**src/rtl/pcwm_pkg.sv**
```systemverilog
// ----------------------------------------------------------------------------
// pcwm_pkg
// Shared types and constants for the per-channel windowed mean block.
// ----------------------------------------------------------------------------
package pcwm_pkg;

  localparam int NUM_CHANNELS = 1024;
  localparam int SAMPLE_BITS  = 16;
  localparam int COUNT_BITS   = 16;
  localparam int CH_W         = $clog2(NUM_CHANNELS);
  localparam int ADDR_W       = CH_W + 1;
  localparam int SUM_W        = 32;
  localparam int TIME_W       = 63;
  localparam int FRAC_W       = 4;
  localparam int QUO_W        = SUM_W + FRAC_W;
  localparam int STEP_W       = $clog2(QUO_W);
  localparam int MEAN_W       = 20;
  localparam int HIT_W        = 16;
  localparam int ENTRY_W      = 1 + COUNT_BITS + SUM_W;
  localparam logic [31:0] WINDOW_RESET = 32'd30;

  localparam logic [1:0] OP_ADD   = 2'd0;
  localparam logic [1:0] OP_EVENT = 2'd1;
  localparam logic [1:0] OP_READ  = 2'd2;

  localparam logic KIND_NOTICE  = 1'b0;
  localparam logic KIND_READOUT = 1'b1;

  typedef struct packed {
    logic [1:0]        op;
    logic [9:0]        channel;
    logic [15:0]       baseline;
    logic [TIME_W-1:0] event_time;
  } item_t;

  typedef struct packed {
    logic              kind;
    logic [TIME_W-1:0] window_start;
    logic [9:0]        channel_out;
    logic [MEAN_W-1:0] mean_q4;
    logic [HIT_W-1:0]  hit_total;
    logic              saturated;
  } result_t;

  typedef struct packed {
    logic accept;
    logic add_wr;
    logic div_load;
    logic div_step;
    logic emit;
    logic clr_step;
  } cmd_t;

  typedef struct packed {
    logic close_hit;
    logic clr_done;
    logic cnt_zero;
    logic div_last;
  } status_t;

endpackage

```
**src/rtl/pcwm_ctrl.sv**
```systemverilog
// ----------------------------------------------------------------------------
// pcwm_ctrl
// Sequencer: sample update, window close and bank clear, divide and readout.
// ----------------------------------------------------------------------------
module pcwm_ctrl (
  input  logic             clk,
  input  logic             rst,
  input  logic             start,
  input  logic [1:0]       op,
  input  pcwm_pkg::status_t status,
  output logic             busy,
  output pcwm_pkg::cmd_t    cmd
);
  import pcwm_pkg::*;

  typedef enum logic [5:0] {
    S_IDLE  = 6'b000001,
    S_ADD   = 6'b000010,
    S_LOAD  = 6'b000100,
    S_DIV   = 6'b001000,
    S_EMIT  = 6'b010000,
    S_CLEAR = 6'b100000
  } state_t;

  state_t state, state_next;

  always_ff @(posedge clk) begin
    if (rst) begin
      state <= S_CLEAR;
    end else begin
      state <= state_next;
    end
  end

  assign busy = (state != S_IDLE);

  always_comb begin
    state_next   = state;
    cmd          = '0;
    case (state)
      S_IDLE: begin
        if (start) begin
          cmd.accept = 1'b1;
          case (op)
            OP_ADD:   state_next = S_ADD;
            OP_EVENT: state_next = status.close_hit ? S_CLEAR : S_IDLE;
            OP_READ:  state_next = S_LOAD;
            default:  state_next = S_IDLE;
          endcase
        end
      end
      S_ADD: begin
        cmd.add_wr = 1'b1;
        state_next = S_IDLE;
      end
      S_LOAD: begin
        cmd.div_load = 1'b1;
        state_next   = status.cnt_zero ? S_EMIT : S_DIV;
      end
      S_DIV: begin
        cmd.div_step = 1'b1;
        if (status.div_last) state_next = S_EMIT;
      end
      S_EMIT: begin
        cmd.emit   = 1'b1;
        state_next = S_IDLE;
      end
      S_CLEAR: begin
        cmd.clr_step = 1'b1;
        if (status.clr_done) state_next = S_IDLE;
      end
      default: state_next = S_IDLE;
    endcase
  end

endmodule

```
**config.mk**
```make
export PLATFORM = sky130hd
export DESIGN_NAME = pcwm_ctrl
export DESIGN_NICKNAME = d
export VERILOG_FILES = /design/src/rtl/pcwm_pkg.sv /design/src/rtl/pcwm_ctrl.sv
export SDC_FILE = /design/constraint.sdc
export NUM_CORES = 1
export LEC_CHECK = 0
export ABC_AREA = 1
export BUFFER_PORTS_ARGS = -buffer_cell sky130_fd_sc_hd__buf_2
export CORE_AREA = 2 2 39 41
export DETAILED_ROUTE_END_ITERATION = 6
export DIE_AREA = 0 0 41 43
export GPL_TIMING_DRIVEN = 1
export HOLD_SLACK_MARGIN = 0.15
export PLACE_DENSITY = 0.56
export SYNTH_ARGS = -nofsm -noshare
export SYNTH_HDL_FRONTEND = slang
export SYNTH_SLANG_ARGS = --single-unit
```
**constraint.sdc**
```tcl
create_clock -name clk -period 1.71 [get_ports clk]
set_clock_uncertainty 0.2 [all_clocks]
set_input_delay 0 -clock clk [delete_from_list [all_inputs] [get_ports clk]]
set_output_delay 0 -clock clk [all_outputs]
set_load 0.005 [all_outputs]
```
==> out/qor.csv, run 1 <==
metric;value;unit
die_x;41;um
fin_crit;1.44;ns
drc;0;
regMostFlops;state;
final_nets;99;
hpwl;736;um
p_leak;0.318;nW
vias_per_cell;4.41;
syn_area;429;sq um
worstSetupPathType;flip-flop to primary output;
worstPathArrival;1.24;ns
grt_max_degree;7;
worstPathCellList;nor2_4 -> nand2_1 -> nor3_1 -> buf_2;
hp-class;input port to flip-flop;
ctsRootBufferMaster;clkbuf_4;
grt_pass1_vias;406;
setup_violations;0;
layout_commonest_cell;buf_2;
fin_cells;104;
post-place-ws;0.376;ns
most-common-layout-cells;15 x buf_2, 10 x inv_1, 9 x nor2_1;
crit_path_max_incr_delay;0.35;ns
grt_pass1_wl;1.57;mm
cts_resized;0;
ir_drop;0.203;mV
required;1.51;ns
hold_violations;0;
via_count;459;
dpl.cell_count;93;
drv_cap;0;
fillers;157;
cts_buffers;3;
die_y;43;um
overflow;0;
rsz0062_at_grt;no;
synth.avg_cell_area;6.92;sq um
placeableCoreArea;1380;sq um
fin_ws;0.266;ns
ios;16;
dr.pass1.iters;4;
synth_cells;62;
ys_warn_count;0;
rows;14;
holdWs;0.330;ns
critical_path_buf_inv_count;1;
wl_per_cell;9.41;um
start_kind;flip-flop;
worst-slew-pin-transition;0.243;ns
status;complete, no violations;
antenna_found_initial;0;
fmax;693;MHz
drt-initial-drc-count;10;
fin_tns_setup;0;ns
power_density;592;nW/um^2
cts_buffer_depth;2;
largest_reg_flops;6;
seq_area;120;sq um
num_antenna_cells;0;
relSlewSlack;83.7;%
clkTransAtPathRegs;0.04;ns
yosysUniqueCellTypes;17;
period_share;84.4;%
htree_levels;1;
post_cts_buffers;0;
clock_sink_count;6;
yosysSeqAreaShare;28.0;%
multi_input_area;260;sq um
die_area;1760;sq um
gp_congestion;0.761;
ant_nets;0;
port_buffers;15;
end_kind;primary output;
crit_family;simple AND/OR/NAND/NOR gates;
cp_slowest_cell;dfxtp_1;
top_regs;state (6);
final_layout_size_suffix_gt1_share;35.2;%
cts_tree;done;
crit_path_max_fanout;5;
synth_nets;71;
hold_buffers;8;
start_util;31.0;%
drv_slew;0;
clkLatencyLatePin;0.24;ns
track_usage;13.5;%
total_power;0.371;mW
ys_seq_elements;6;
drt-total-wl;979;um
areaGrowthSynthToFinish;46.1;%
[cells in the mapped netlist (all sizes together)]
library cell  instances  area (sq um)
nand3                 9          62.6
dfxtp                 6           120
nor3                  5          25.0
o21ai                 1          5.00
a21oi                 3          15.0
nor2                 15          96.3
nand4                 2          12.5
nand3b                1          7.51
inv                  13          48.8
nand2                 7          36.3
[worst reg2reg max path: stages (launching register included)]
cell and delay [ns]:
dfxtp_1 0.36, inv_1 0.08, nor2_2 0.12, nand3_2 0.12
inv_2 0.09, nand3_1 0.08, nor3_1 0.19
[path summary, 6_finish.rpt]
| check | slack, ns | cells past startpoint | startpoint | to |
|---|---|---|---|---|
| worst max-delay path | 0.27 | 4 | state[2] | cmd[0] |
| worst min-delay path | 0.33 | 3 | rst | state[3] |
| worst max register to register | 0.39 | 6 | state[0] | state[1] |
| worst min register to register | 0.54 | 5 | state[0] | state[3] |
[stage by stage]
stage	instance area, sq um	utilization [%]
finish	627	45.3
detailed placement	524	37.9
global placement	524	37.9
floorplan	429	-
global route	627	45.3
CTS	627	45.3
[layout make-up]
class	instances	share of cell area, %
multi-input combinational	43	41.5
timing repair buffer	23	24.8
sequential	6	19.2
inverter	13	7.78
clock buffer	3	3.59
tap	16	3.19
[where the power goes]
part           internal, mW  switching (mW)
registers             0.146         0.00603
clock network        0.0793          0.0498
logic                0.0418          0.0483
total                 0.267           0.104
[kinds of logic (layout without fill, tap and decap cells)]
family	Yosys count	after routing	synth area share (%)
flops	6	6	28.0
compound gates	4	4	4.66
simple gates	39	39	56.0
buf+inv	13	39	11.4
[per-layer routing]
layer  part of all wire, %  GRT usage (%)  vias up
li1                      -              -      250
met1                    46           14.2      193
met2                    50           20.6       14
met3                   3.4           4.71        2
met4                   1.0           10.0        0
met5                     0              0        -
(Power assumes the default switching activity.)
==> inputs of run 2 (changes only) <==
--- a/config.mk
+++ b/config.mk
@@ -12,7 +12,7 @@
 export DIE_AREA = 0 0 41 43
 export GPL_TIMING_DRIVEN = 1
 export HOLD_SLACK_MARGIN = 0.15
-export PLACE_DENSITY = 0.56
+export PLACE_DENSITY = 0.58
 export SYNTH_ARGS = -nofsm -noshare
 export SYNTH_HDL_FRONTEND = slang
 export SYNTH_SLANG_ARGS = --single-unit
==> constraint.sdc (replaced) <==
create_clock -name clk -period 1.3 [get_ports clk]
set_clock_uncertainty 0.2 [all_clocks]
set_input_delay 0 -clock clk [delete_from_list [all_inputs] [get_ports clk]]
set_output_delay 0 -clock clk [all_outputs]
set_load 0.005 [all_outputs]
==> out/qor.csv, run 2 (synthesis results as in run 1) <==
metric;value;unit;change
status;finished, violations left;;was complete, no violations
violations;setup timing;;
via_count;489;;was 459
hpwl;737;um;was 736 um
fillers;128;;was 157
dr.pass1.iters;2;;was 4
areaGrowthSynthToFinish;76.4;%;was 46.1%
grt_pass1_vias;440;;was 406
drt-initial-drc-count;7;;was 10
drv_slew;0;;unchanged
placed_area;539;sq um;was 524 sq um
cts_buffers;3;;unchanged
clkTransAtPathRegs;0.04;ns;about the same
die_x;41;um;unchanged
fin_crit;1.40;ns;
combPwrFrac;30.6;%;was 24.3%
relSlewSlack;87.4;%;was 83.7%
clkLatencyLatePin;0.25;ns;was 0.24 ns
multi_input_area;307;sq um;was 260 sq um
seq_area;134;sq um;was 120 sq um
met1_length;460;um;was 447 um
fin_cells;112;;was 104
top_regs;state (6);;unchanged
hp-class;input port to flip-flop;;unchanged
clock_sink_count;6;;unchanged
design_area;757;sq um;was 627 sq um
ios;16;;unchanged
ctsRootBufferMaster;clkbuf_4;;unchanged
wl_per_cell;10.4;um;was 9.41 um
overflow;0;;unchanged
track_usage;13.8;%;was 13.5%
switching_power;0.158;mW;was 0.104 mW
period_share;107;%;
worst-slew-pin-transition;0.188;ns;was 0.243 ns
p_seq_share;37.2;%;was 40.9%
die_area;1760;sq um;unchanged
p_int;0.377;mW;was 0.267 mW
swShare;29.6;%;was 28.1%
placeableCoreArea;1380;sq um;unchanged
final_nets;107;;was 99
crit_path_max_fanout;5;;unchanged
drv_cap;0;;unchanged
routed.top_layer;met4;;unchanged
rsz0062_at_grt;yes;;was no
grt_max_degree;7;;unchanged
ant_nets;0;;unchanged
dr_wl_met2;654;um;was 488 um
port_buffers;15;;unchanged
cts_buffer_depth;2;;unchanged
fin_ws;-0.0967;ns;was 0.266 ns
final_layout_size_suffix_gt1_share;56.3;%;was 35.2%
routed-wl-met3;29;um;was 33 um
end_kind;primary output;;unchanged
fmax;716;MHz;
grt_pass1_wl;1.67;mm;was 1.57 mm
power_density;707;nW/um^2;was 592 nW/um^2
required;1.10;ns;was 1.51 ns
gp_congestion;0.783;;was 0.761
ir_drop;0.414;mV;was 0.203 mV
clkPwrFrac;32.2;%;was 34.8%
hold_violations;0;;unchanged
fin_tns_setup;-0.597;ns;was 0 ns
htree_levels;1;;unchanged
vias_per_cell;4.37;;was 4.41
num_antenna_cells;0;;unchanged
worstPathArrival;1.20;ns;was 1.24 ns
start_kind;flip-flop;;unchanged
rows;14;;unchanged
drt-total-wl;1.17;mm;was 979 um
setup_violations;11;;was 0
worstSetupPathType;flip-flop to primary output;;unchanged
cts_tree;done;;unchanged
dpl.cell_count;95;;was 93
die_y;43;um;unchanged
drc;0;;unchanged
antenna_found_initial;0;;unchanged
utilization;54.7;%;was 45.3%
most-common-layout-cells;14 x buf_2, 9 x inv_1, 8 x dlygate4sd3_1;;was 15 x buf_2, 10 x inv_1, 9 x nor2_1
p_leak;0.366;nW;was 0.318 nW
largest_reg_flops;6;;unchanged
regMostFlops;state;;unchanged
layout_commonest_cell;buf_2;;unchanged
start_util;31.0;%;unchanged
[run 2: timing repair]
action / CTS / global route
gates resized for setup: 9 / 13
setup endpoints to repair: 7 / 13
hold endpoints to repair: 7 / 0
pin swaps: 8 / 8
hold buffers: 8 / 0
setup buffers: 5 / 1
[run 2: path summary, 6_finish.rpt]
kind / from / to / slack (ns) / cells after the start
setup / recovery: state[2] / cmd[5] / -0.1 / 5
hold reg to reg: state[2] / state[3] / 0.48 / 5
hold / removal: rst / state[3] / 0.34 / 3
setup reg to reg: state[2] / state[2] / -0.07 / 6
[run 2: final cells by class]
| class | count | area share (%) |
|---|---|---|
| repair buffers | 31 | 29.8 |
| clock buffers | 3 | 2.98 |
| well taps | 16 | 2.64 |
| flip-flops and latches | 6 | 17.7 |
| multi-input cells | 43 | 40.5 |
| inverters | 13 | 6.45 |
[run 2: power by group through the flow]
stage / logic (mW) / clock network, mW / registers (mW)
finish: 0.164 / 0.172 / 0.199
detailed placement: 0.104 / 0 / 0.203
CTS: 0.148 / 0.175 / 0.200
global placement: 0.103 / 0 / 0.203
global route: 0.180 / 0.186 / 0.200
floorplan: 0.0673 / 0 / 0.203
[run 2: per-stage QoR]
stage	setup WS, ns	power, mW	hold WS (ns)
global placement	0.00267	0.306	0.0478
CTS	-0.0518	0.523	0.320
detailed placement	0.00172	0.307	0.0487
floorplan	0.0771	0.270	-0.131
global route	-0.180	0.565	0.346
finish	-0.0967	0.535	0.337
[run 2: critical path, stage by stage, from the launching register on]
cell	delay [ns]
dfxtp_4	0.36
nor2_4	0.17
nand3_2	0.12
buf_6	0.14
nor2_4	0.08
buf_6	0.10
[run 2: layer usage]
metal / GRT usage, % / vias up
met2: 24.4 / 10
li1: - / 269
met1: 14.3 / 208
met4: 6.00 / 0
met5: 0 / -
met3: 3.14 / 2
==> inputs of run 3 (changes only) <==
--- a/config.mk
+++ b/config.mk
@@ -6,7 +6,7 @@
 export NUM_CORES = 1
 export LEC_CHECK = 0
 export ABC_AREA = 1
-export BUFFER_PORTS_ARGS = -buffer_cell sky130_fd_sc_hd__buf_2
+export BUFFER_PORTS_ARGS = -buffer_cell sky130_fd_sc_hd__clkbuf_2
 export CORE_AREA = 2 2 39 41
 export DETAILED_ROUTE_END_ITERATION = 6
 export DIE_AREA = 0 0 41 43
==> out/qor.csv, run 3 (synthesis results as in run 1) <==
metric;value;unit;change
dr_wl_met2;613;um;was 654 um
most-common-layout-cells;11 x clkbuf_2, 9 x inv_1, 8 x dlygate4sd3_1;;was 14 x buf_2, 9 x inv_1, 8 x dlygate4sd3_1
crit_path_max_fanout;5;;unchanged
worstSetupPathType;flip-flop to primary output;;unchanged
drt-total-wl;1.11;mm;was 1.17 mm
cts_buffer_depth;2;;unchanged
top_regs;state (6);;unchanged
fin_ws;-0.0692;ns;was -0.0967 ns
fin_crit;1.37;ns;was 1.40 ns
p_leak;0.359;nW;was 0.366 nW
drv_cap;0;;unchanged
hold_violations;0;;unchanged
power_density;722;nW/um^2;was 707 nW/um^2
combPwrFrac;29.1;%;was 30.6%
dr.pass1.iters;2;;unchanged
drt-initial-drc-count;9;;was 7
holdWs;0.381;ns;was 0.337 ns
port_buffers;15;;unchanged
status;finished, violations left;;unchanged
p_int;0.372;mW;was 0.377 mW
ctsRootBufferMaster;clkbuf_4;;unchanged
cts_buffers;3;;unchanged
required;1.10;ns;about the same
die_x;41;um;unchanged
track_usage;15.4;%;was 13.8%
die_y;43;um;unchanged
clock_sink_count;6;;unchanged
worst-slew-pin-transition;0.209;ns;was 0.188 ns
ir_drop;0.342;mV;was 0.414 mV
setup_violations;8;;was 11
fmax;730;MHz;was 716 MHz
fin_tns_setup;-0.171;ns;was -0.597 ns
ant_nets;0;;unchanged
grt_max_degree;7;;unchanged
routed.top_layer;met4;;unchanged
start_kind;flip-flop;;unchanged
gp_congestion;0.763;;was 0.783
areaGrowthSynthToFinish;68.8;%;was 76.4%
clkPwrFrac;32.5;%;was 32.2%
switching_power;0.151;mW;was 0.158 mW
clkLatencyLatePin;0.24;ns;was 0.25 ns
fin_cells;110;;was 112
placeableCoreArea;1380;sq um;unchanged
hp-class;input port to flip-flop;;unchanged
start_util;31.0;%;unchanged
grt_pass1_vias;432;;was 440
swShare;28.9;%;was 29.6%
antenna_found_initial;0;;unchanged
drc;0;;unchanged
final_layout_size_suffix_gt1_share;54.3;%;was 56.3%
rows;14;;unchanged
ios;16;;unchanged
violations;setup timing;;unchanged
layout_commonest_cell;clkbuf_2;;was buf_2
dpl.cell_count;95;;unchanged
cts_tree;done;;unchanged
grt_pass1_wl;1.83;mm;was 1.67 mm
regMostFlops;state;;unchanged
rsz0062_at_grt;yes;;unchanged
vias_per_cell;4.50;;was 4.37
clkTransAtPathRegs;0.04;ns;about the same
via_count;495;;was 489
largest_reg_flops;6;;unchanged
relSlewSlack;86.0;%;was 87.4%
num_antenna_cells;0;;unchanged
wl_per_cell;10.1;um;was 10.4 um
overflow;0;;unchanged
worstPathArrival;1.17;ns;was 1.20 ns
end_kind;primary output;;unchanged
drv_slew;0;;unchanged
hpwl;793;um;was 737 um
period_share;105;%;was 107%
routed-wl-met3;27;um;was 29 um
die_area;1760;sq um;unchanged
p_seq_share;38.4;%;was 37.2%
final_nets;105;;was 107
met1_length;453;um;was 460 um
htree_levels;1;;unchanged
run 3: changes by cell type in the layout (fill, tap and decap cells not counted), sizes merged:
cell,delta
buf,-13
clkbuf,+11
run 3: final timing paths:
| check | startpoint | endpoint | slack, ns | cells after the start |
|---|---|---|---|---|
| setup / recovery | state[1] | cmd[0] | -0.07 | 4 |
| hold / removal | status[3] | state[5] | 0.38 | 4 |
| setup reg to reg | state[3] | state[5] | -0.03 | 5 |
| hold reg to reg | state[0] | state[3] | 0.50 | 5 |
run 3: area by class of cell:
type | instances | area [sq um]
fillers | 127 | 659
multi-input cells | 43 | 293
repair buffers | 29 | 210
flip-flops and latches | 6 | 130
inverters | 13 | 48.8
clock buffers | 3 | 22.5
well taps | 16 | 20.0
run 3: per-stage QoR:
stage,util (%),setup WS [ns],total power [mW],instance area [sq um]
after floorplan,-,0.0771,0.270,429
after global placement,39.0,-0.00172,0.306,539
after detailed placement,39.0,-0.00741,0.308,539
after CTS,49.7,-0.0585,0.513,688
after global routing,52.4,-0.124,0.555,724
final,52.4,-0.0692,0.523,724
run 3: per-layer routing:
metal / vias up / GRT usage (%)
met5: - / 0
met4: 0 / 8.00
met3: 2 / 3.14
met2: 10 / 25.0
met1: 219 / 17.9
li1: 264 / -
run 3: repair_timing:
| item | 4_1_cts | 5_1_grt |
|---|---|---|
| endpoints found under the setup margin | 9 | 12 |
| setup buffers | 3 | 1 |
| pin swaps | 8 | 5 |
| hold buffers | 8 | 0 |
| endpoints found under the hold margin | 7 | 0 |
| gates cloned | 0 | 0 |
| gates resized for setup | 10 | 11 |
run 3: power by group through the flow:
stage	combinational, mW	clock (mW)	sequential [mW]
CTS	0.141	0.172	0.200
global placement	0.103	0	0.203
global route	0.167	0.186	0.202
detailed placement	0.104	0	0.203
finish	0.152	0.170	0.201
floorplan	0.0673	0	0.203
run 3: worst max-delay path, stage by stage, from the launching register on:
cell and delay [ns]:
dfxtp_4 0.36, nor2_4 0.14, nand2_1 0.10, nor3_2 0.18, buf_2 0.15
